===== src/design/pfa_pkg.sv =====
// ----------------------------------------------------------------------------
// pfa_pkg: shared types and constants of the page frame allocator
// Field widths, mode codes and the command/status structs that pass
// between the controller and the datapath.
// ----------------------------------------------------------------------------
`default_nettype none

package pfa_pkg;

    localparam int unsigned FRAME_W        = 12;
    localparam int unsigned COUNT_W        = 13;
    localparam int unsigned TABLE_DEPTH    = 4096;
    localparam int unsigned NUM_FRAMES_DEF = 4096;

    // item mode codes
    localparam logic MODE_FREE  = 1'b0;
    localparam logic MODE_ALLOC = 1'b1;

    // controller -> datapath
    typedef struct packed {
        logic do_push;    // write link, head <= frame, count + 1
        logic do_pop;     // read link of head, count - 1
        logic load_head;  // head <= link read data
        logic emit;       // register a result this cycle
        logic ok;         // success flag of that result
    } t_dp_cmd;

    // datapath -> controller
    typedef struct packed {
        logic empty;
        logic full;
    } t_dp_status;

endpackage

`default_nettype wire


===== src/design/pfa_ctrl.sv =====
// ----------------------------------------------------------------------------
// pfa_ctrl: allocator controller
// Accepts items and sequences the pop: link read, then head load.
// ----------------------------------------------------------------------------
`default_nettype none

module pfa_ctrl (
    input  wire logic                i_clk,
    input  wire logic                i_rst_n,
    input  wire logic                start,
    input  wire logic                i_mode,
    input  pfa_pkg::t_dp_status      i_status,
    output logic                     busy,
    output pfa_pkg::t_dp_cmd         o_cmd
);

    typedef enum logic [1:0] {
        S_IDLE = 2'b01,
        S_POP  = 2'b10
    } t_state;

    t_state r_state;
    t_state n_state;

    always_ff @(posedge i_clk) begin
        if (!i_rst_n) begin
            r_state <= S_IDLE;
        end else begin
            r_state <= n_state;
        end
    end

    always_comb begin
        n_state = r_state;
        o_cmd   = '0;
        case (r_state)
            S_IDLE: begin
                if (start) begin
                    o_cmd.emit = 1'b1;
                    if (i_mode == pfa_pkg::MODE_ALLOC) begin
                        if (!i_status.empty) begin
                            o_cmd.do_pop = 1'b1;
                            o_cmd.ok     = 1'b1;
                            n_state      = S_POP;
                        end
                    end else begin
                        if (!i_status.full) begin
                            o_cmd.do_push = 1'b1;
                            o_cmd.ok      = 1'b1;
                        end
                    end
                end
            end
            S_POP: begin
                // link data is back: it becomes the new head
                o_cmd.load_head = 1'b1;
                n_state         = S_IDLE;
            end
            default: begin
                n_state = S_IDLE;
            end
        endcase
    end

    assign busy = (r_state == S_POP);

endmodule

`default_nettype wire


===== config.mk =====
export PLATFORM = sky130hd
export DESIGN_NAME = pfa_ctrl
export DESIGN_NICKNAME = d
export VERILOG_FILES = /design/src/design/pfa_pkg.sv /design/src/design/pfa_ctrl.sv
export SDC_FILE = /design/constraint.sdc
export NUM_CORES = 1
export LEC_CHECK = 0
export BUFFER_PORTS_ARGS = -buffer_cell sky130_fd_sc_hd__buf_2
export CAP_MARGIN = 20
export CORE_AREA = 8 8 45 47
export DETAILED_ROUTE_END_ITERATION = 6
export DIE_AREA = 0 0 53 55
export GPL_TIMING_DRIVEN = 0
export HOLD_SLACK_MARGIN = 0.15
export PLACE_DENSITY_LB_ADDON = 0.05
export SLEW_MARGIN = 20
export SYNTH_ARGS = -nofsm -noshare
export SYNTH_HDL_FRONTEND = slang
export SYNTH_SLANG_ARGS = --single-unit

===== constraint.sdc =====
create_clock -name i_clk -period 1.1 [get_ports i_clk]
set_clock_uncertainty 0.15 [all_clocks]
set_input_delay 0.165 -clock i_clk [delete_from_list [all_inputs] [get_ports i_clk]]
set_output_delay 0.165 -clock i_clk [all_outputs]
set_load 0.005 [all_outputs]

==> results of run 1 <==
## Yosys cell counts (all sizes together)
library cell,instances
a211oi,1
nand2,1
nand3b,1
nor2b,1
inv,1
buf,1
dfxtp,2
or3,1
nor3b,1
and2b,1
nor3,2
## metrics by stage
stage	utilization, %	TNS [ns]	area (µm²)	total power [mW]
floorplan	-	0	121	0.0940
finish	19.6	-1.23	272	0.299
CTS	20.2	-1.40	279	0.314
global route	19.6	-1.57	272	0.330
detailed placement	14.2	-0.104	196	0.118
global placement	14.2	-0.129	196	0.118
## worst register-to-register path, delay by kind of cell (launching register included)
family / cells / cell delay [ns]
AND/OR/NAND/NOR: 2 / 0.48
flip-flops: 1 / 0.30
buffers and inverters: 1 / 0.14
## placed cells by master (no fill, tap or decap)
cell,netlist,final
sky130_fd_sc_hd__buf_2,0,9
sky130_fd_sc_hd__buf_6,0,4
sky130_fd_sc_hd__clkbuf_4,0,3
sky130_fd_sc_hd__nor3_1,2,2
sky130_fd_sc_hd__dfxtp_2,0,2
sky130_fd_sc_hd__nand3b_4,1,1
sky130_fd_sc_hd__nor2b_1,1,1
sky130_fd_sc_hd__a211oi_2,0,1
sky130_fd_sc_hd__nor3b_2,0,1
sky130_fd_sc_hd__and2b_2,1,1
sky130_fd_sc_hd__inv_2,0,1
sky130_fd_sc_hd__nand2_1,1,1
sky130_fd_sc_hd__or3_1,1,1
sky130_fd_sc_hd__dlymetal6s4s_1,0,1
## cell families after synthesis
family,count (synthesis),synth area share [%]
compound gates,1,6.19
buf+inv,2,9.28
flops,2,33.0
simple gates,8,51.6
## power by group
part	total [mW]	switching (mW)	leakage, nW	internal (mW)
Combinational	0.0575	0.0245	0.110	0.0330
Clock	0.164	0.0439	0.0138	0.121
Sequential	0.0767	0.00123	0.0163	0.0754
Total	0.299	0.0696	0.140	0.229
## timing repair
action | CTS | global route
pin swaps | 3 | 0
gates resized for setup | 9 | 1
endpoints found under the setup margin | 7 | 8
endpoints found under the hold margin | 2 | 2
buffers inserted | 1 | 0
gates cloned | 0 | 0
## layer usage
layer  vias up  wire length, µm  track usage (%)  part of all wire (%)
met1        69              176             3.33                    37
met5         -                0                0                     0
met4         0                0             7.76                     0
li1         76                -                -                     -
met3         0               47             2.14                   9.9
met2         7              251             5.66                    53
## final timing paths
| kind | endpoint | slack (ns) | depth (start not counted) |
|---|---|---|---|
| max reg2reg | r_state[0] | -0.10 | 3 |
| min | r_state[1] | 0.04 | 3 |
| max | o_cmd[2] | -0.21 | 3 |
| min reg2reg | r_state[1] | 0.47 | 3 |
## final cells by class
type                    count  area, µm²  share of cell area, %
clock buffers               3       22.5                   8.29
well taps                  16       20.0                   7.37
plain buffers               1       11.3                   4.15
repair buffers             13       91.3                   33.6
flip-flops and latches      2       42.5                   15.7
inverters                   1       3.75                   1.38
multi-input cells           9       80.1                   29.5
==> metrics.cfg, run 1 <==
[setup_path]
critical_path_buf_inv_count = 2
path_common_cell = sky130_fd_sc_hd__buf_6
crit_path_cell_trace = and2b_2 -> buf_6 -> buf_6
timing.setup.critical_path_class = flip-flop to primary output
worst_ep_required_time_ns = 0.78
timing.critical_path.arrival_ns = 1.00
crit_path_start_kind = flip-flop
worst_r2r_startpoint = r_state[1]
setup_crit_start = r_state[0]
timing.critical_path.fanout_max = 2
worst_path_largest_cell_delay_ns = 0.33
crit_slowest_cell = sky130_fd_sc_hd__dfxtp_2
kind_of_cell_adding_the_most_delay_to_the_critical_path = flip-flops
critical_path.endpoint_type = primary output

[min_path]
hp-class = input pin to flip-flop
startpoint_of_the_most_critical_hold_path = i_rst_n

[die]
die_h_um = 55
die_area_um2 = 2920
die_w_um = 53
ios = 12
start_util_pct = 8.77
design.core.area_um2 = 1380
rows = 14

[routing]
post_drt_wl_per_cell_um = 10.6
ant_nets = 0
drt-initial-drc-count = 1
routed_wl_um = 476
first_pass_iters = 2
detail_route.vias_per_cell = 3.38
drcViolationCount = 0
route.vias.total = 152

[global_route]
grt_pass1_wl_um = 779
groute.usage.overall_pct = 4.20
initial_antenna_violation_count = 0
grt-ovfl-total = 0
number_of_global_route_vias_before_repair = 187
grt_max_degree = 6

[sta]
report.final.hold_viol_count = 0
maxSlewHeadroom_pct = 89.8
finalCritPeriodShare_pct = 119
final_worst_setup_slack_ns = -0.212
grt_setup_unrepaired = true
holdWs_ns = 0.0429
slew_violations = 0
post-route-min-period_ns = 1.31
tightest_slew_ns = 0.152
max_freq_mhz = 762
setup_violations = 7

[finish]
finish.net_count = 37
drive_above_1_share_pct = 79.3
final_cells = 45
fill_cells = 159
largest_regs = r_state (2)
syn_to_final_growth_pct = 124
registers.top_by_ff_count = r_state
num_antenna_cells = 0
largest_reg_flops = 2

[synth]
syn-instance-count = 13
ys_types = 11
synth.top_cell.area_share_pct = 33.0
number_of_warnings_printed_during_yosys_synthesis = 0
ys_ff_latch = 2
postSynthAreaPerCell_um2 = 9.34
synth_largest_area_cell = sky130_fd_sc_hd__dfxtp_1
mappedNetlistArea_um2 = 121
synth_seq_area_share_pct = 33.0
synth.area.top_cells = sky130_fd_sc_hd__dfxtp_1 33%, sky130_fd_sc_hd__nand3b_4 16%, sky130_fd_sc_hd__nor3_1 8.2%
synth_nets = 19

[cts]
cts_hold_buffers = 2
clockRootBuffer = sky130_fd_sc_hd__clkbuf_4
clk-insertion-delay-late_ns = 0.23
clock_pin_slew_of_the_registers_on_the_worst_case_setup_and_hold_paths_ns = 0.03
cts.path.max_buffers = 2
cts_made_buffers = 3
cts_max_level = 1
cts.sinks = 2
tritoncts = yes

[placed_design]
place_inst = 40
preCtsSetupSlack_ns = -0.0505
port_buffers = 11
gp_congestion = 0.567

[status]
violations = negative setup slack
result_of_the_run = finished with violations

[power_and_ir_drop]
power.density_nw_per_um2 = 1100
irDropWorstVdd_mv = 0.240
cellLeakagePower_nw = 0.140

[flow_run]
drv_cap = 0

No activity file was read; power rests on OpenSTA's default activity.
==> run 2, diff against run 1 <==
Settings changed: MAX_ROUTING_LAYER set to met4, SKIP_LAST_GASP set to 1.
==> run 2 against run 1 <==
  * The flow still finishes with violations (negative setup slack)
  * Critical path depth stayed put
  * Combinational power hardly changed
  * Cell area stayed put
  * Sequential cell count stayed put
  * Register-to-register slack hardly changed
  * Worst hold slack hardly changed
  * Critical path type unchanged
  * Critical endpoint unchanged
==> metrics.cfg, run 2 (same netlist as run 1, synthesis figures left out) <==
[cts]
cts.path.max_buffers = 2  ; unchanged
cts.sinks = 2  ; unchanged
cts_hold_buffers = 2  ; unchanged
clk-insertion-delay-late_ns = 0.23  ; about the same
cts_made_buffers = 3  ; unchanged
clockRootBuffer = sky130_fd_sc_hd__clkbuf_4  ; unchanged
cts_max_level = 1  ; unchanged
clock_pin_slew_of_the_registers_on_the_worst_case_setup_and_hold_paths_ns = 0.03  ; about the same
tritoncts = yes  ; unchanged

[setup_path]
worst_ep_required_time_ns = 0.78  ; about the same
path_common_cell = sky130_fd_sc_hd__buf_6  ; unchanged
crit_slowest_cell = sky130_fd_sc_hd__dfxtp_2  ; unchanged
timing.critical_path.arrival_ns = 1.00  ; about the same
timing.setup.critical_path_class = flip-flop to primary output  ; unchanged
timing.critical_path.fanout_max = 2  ; unchanged
worst_path_largest_cell_delay_ns = 0.33  ; about the same
r2r_slack_ns = -0.10  ; about the same
kind_of_cell_adding_the_most_delay_to_the_critical_path = flip-flops  ; unchanged
critical_path_buf_inv_count = 2  ; unchanged
critical_path.endpoint_type = primary output  ; unchanged
crit_path_cell_trace = and2b_2 -> buf_6 -> buf_6  ; unchanged
crit_path_start_kind = flip-flop  ; unchanged

[sta]
setup_violations = 7  ; unchanged
report.final.hold_viol_count = 0  ; unchanged
finalCritPeriodShare_pct = 119  ; unchanged
grt_setup_unrepaired = true  ; unchanged
slew_violations = 0  ; unchanged
finalSetupTns_ns = -1.23  ; unchanged
post-route-min-period_ns = 1.31  ; unchanged
max_freq_mhz = 762  ; unchanged
tightest_slew_ns = 0.152  ; unchanged
final_worst_setup_slack_ns = -0.212  ; unchanged
maxSlewHeadroom_pct = 89.8  ; unchanged

[finish]
layout_commonest_cell = sky130_fd_sc_hd__buf_2  ; unchanged
most_used_cells_in_the_layout_excluding_fill_and_tap_cells = 9 x sky130_fd_sc_hd__buf_2, 4 x sky130_fd_sc_hd__buf_6, 3 x sky130_fd_sc_hd__clkbuf_4  ; unchanged
num_antenna_cells = 0  ; unchanged
fill_cells = 159  ; unchanged
syn_to_final_growth_pct = 124  ; unchanged
registers.top_by_ff_count = r_state  ; unchanged
fin_util_pct = 19.6  ; unchanged
largest_reg_flops = 2  ; unchanged
drive_above_1_share_pct = 79.3  ; unchanged
finish.net_count = 37  ; unchanged
largest_regs = r_state (2)  ; unchanged

[power_and_ir_drop]
sw_share_pct = 23.3  ; about the same
irDropWorstVdd_mv = 0.240  ; about the same
power.density_nw_per_um2 = 1100  ; about the same
sequentialPowerShare_pct = 25.7  ; about the same
switching_power_mw = 0.0696  ; about the same
power.combinational.fraction_pct = 19.3  ; about the same
internal_power_mw = 0.229  ; about the same
clockPowerShare_pct = 55.1  ; about the same
cellLeakagePower_nw = 0.140  ; unchanged

[placed_design]
gp_congestion = 0.570  ; was 0.567
port_buffers = 11  ; unchanged
preCtsSetupSlack_ns = -0.0505  ; unchanged

[status]
result_of_the_run = finished with violations  ; unchanged
violations = negative setup slack  ; unchanged

[die]
die_area_um2 = 2920  ; unchanged
start_util_pct = 8.77  ; unchanged
die_w_um = 53  ; unchanged
rows = 14  ; unchanged
design.core.area_um2 = 1380  ; unchanged
ios = 12  ; unchanged
die_h_um = 55  ; unchanged

[routing]
first_pass_iters = 2  ; unchanged
routed_wl_um = 475  ; was 476 µm
ant_nets = 0  ; unchanged
post_drt_wl_per_cell_um = 10.6  ; about the same
route.vias.total = 152  ; unchanged
drt-initial-drc-count = 1  ; unchanged
drcViolationCount = 0  ; unchanged
detail_route.vias_per_cell = 3.38  ; unchanged

[min_path]
hp-class = input pin to flip-flop  ; unchanged

[global_route]
initial_antenna_violation_count = 0  ; unchanged
grt-ovfl-total = 0  ; unchanged
globalRouteMet3Util_pct = 1.87  ; was 2.14%
grt_util_met1_pct = 3.48  ; was 3.33%
groute.usage.overall_pct = 4.33  ; was 4.20%
grt_pass1_wl_um = 779  ; unchanged
grtUsageMet2_pct = 5.66  ; unchanged
grt_max_degree = 6  ; unchanged
number_of_global_route_vias_before_repair = 187  ; unchanged
global_route.peak_usage_layer = met4  ; unchanged

[flow_run]
drv_cap = 0  ; unchanged

==> run 2: worst min-delay path, delay by kind of cell <==
kind | cells | cell delay (ns)
AND/OR/NAND/NOR | 2 | 0.12
buffers and inverters | 1 | 0.09
==> run 2: cell type report <==
| cell class | instances | area, µm² | share of cell area, % |
|---|---|---|---|
| Timing Repair Buffer | 13 | 91.3 | 33.6 |
| Multi-Input combinational cell | 9 | 80.1 | 29.5 |
| Sequential cell | 2 | 42.5 | 15.7 |
| Clock buffer | 3 | 22.5 | 8.29 |
| Tap cell | 16 | 20.0 | 7.37 |
| Buffer | 1 | 11.3 | 4.15 |
| Inverter | 1 | 3.75 | 1.38 |
==> run 2: metrics by stage <==
step                cell area [µm²]  cells  hold WS (ns)  total power [mW]
finish                          272     45        0.0430             0.299
global route                    272     45        0.0766             0.330
CTS                             279     46         0.190             0.314
detailed placement              196     40         0.244             0.118
global placement                196     40         0.240             0.118
floorplan                       121     13        0.0924            0.0940
==> run 2: power groups by stage <==
stage / combinational, mW / sequential, mW / clock [mW]
finish: 0.0575 / 0.0767 / 0.164
detailed placement: 0.0409 / 0.0773 / 0
global route: 0.0633 / 0.0769 / 0.190
global placement: 0.0401 / 0.0775 / 0
CTS: 0.0602 / 0.0767 / 0.177
floorplan: 0.0169 / 0.0771 / 0
==> run 2: layer usage <==
metal | vias up | wire, µm
li1 | 76 | -
met1 | 69 | 188
met2 | 7 | 251
met3 | 0 | 35
met4 | 0 | 0
met5 | - | 0
==> run 2: what timing repair did <==
item	CTS	global route
endpoints found under the setup margin	7	8
setup buffers	1	0
resized for setup	9	1
endpoints found under the hold margin	2	2
pin swaps	3	0
==> run 2: path summary, 6_finish.rpt <==
path / startpoint / to / cells past startpoint
setup / recovery: r_state[0] / o_cmd[2] / 3
hold / removal: i_rst_n / r_state[1] / 3
setup reg to reg: r_state[1] / r_state[0] / 3
hold reg to reg: r_state[0] / r_state[1] / 3
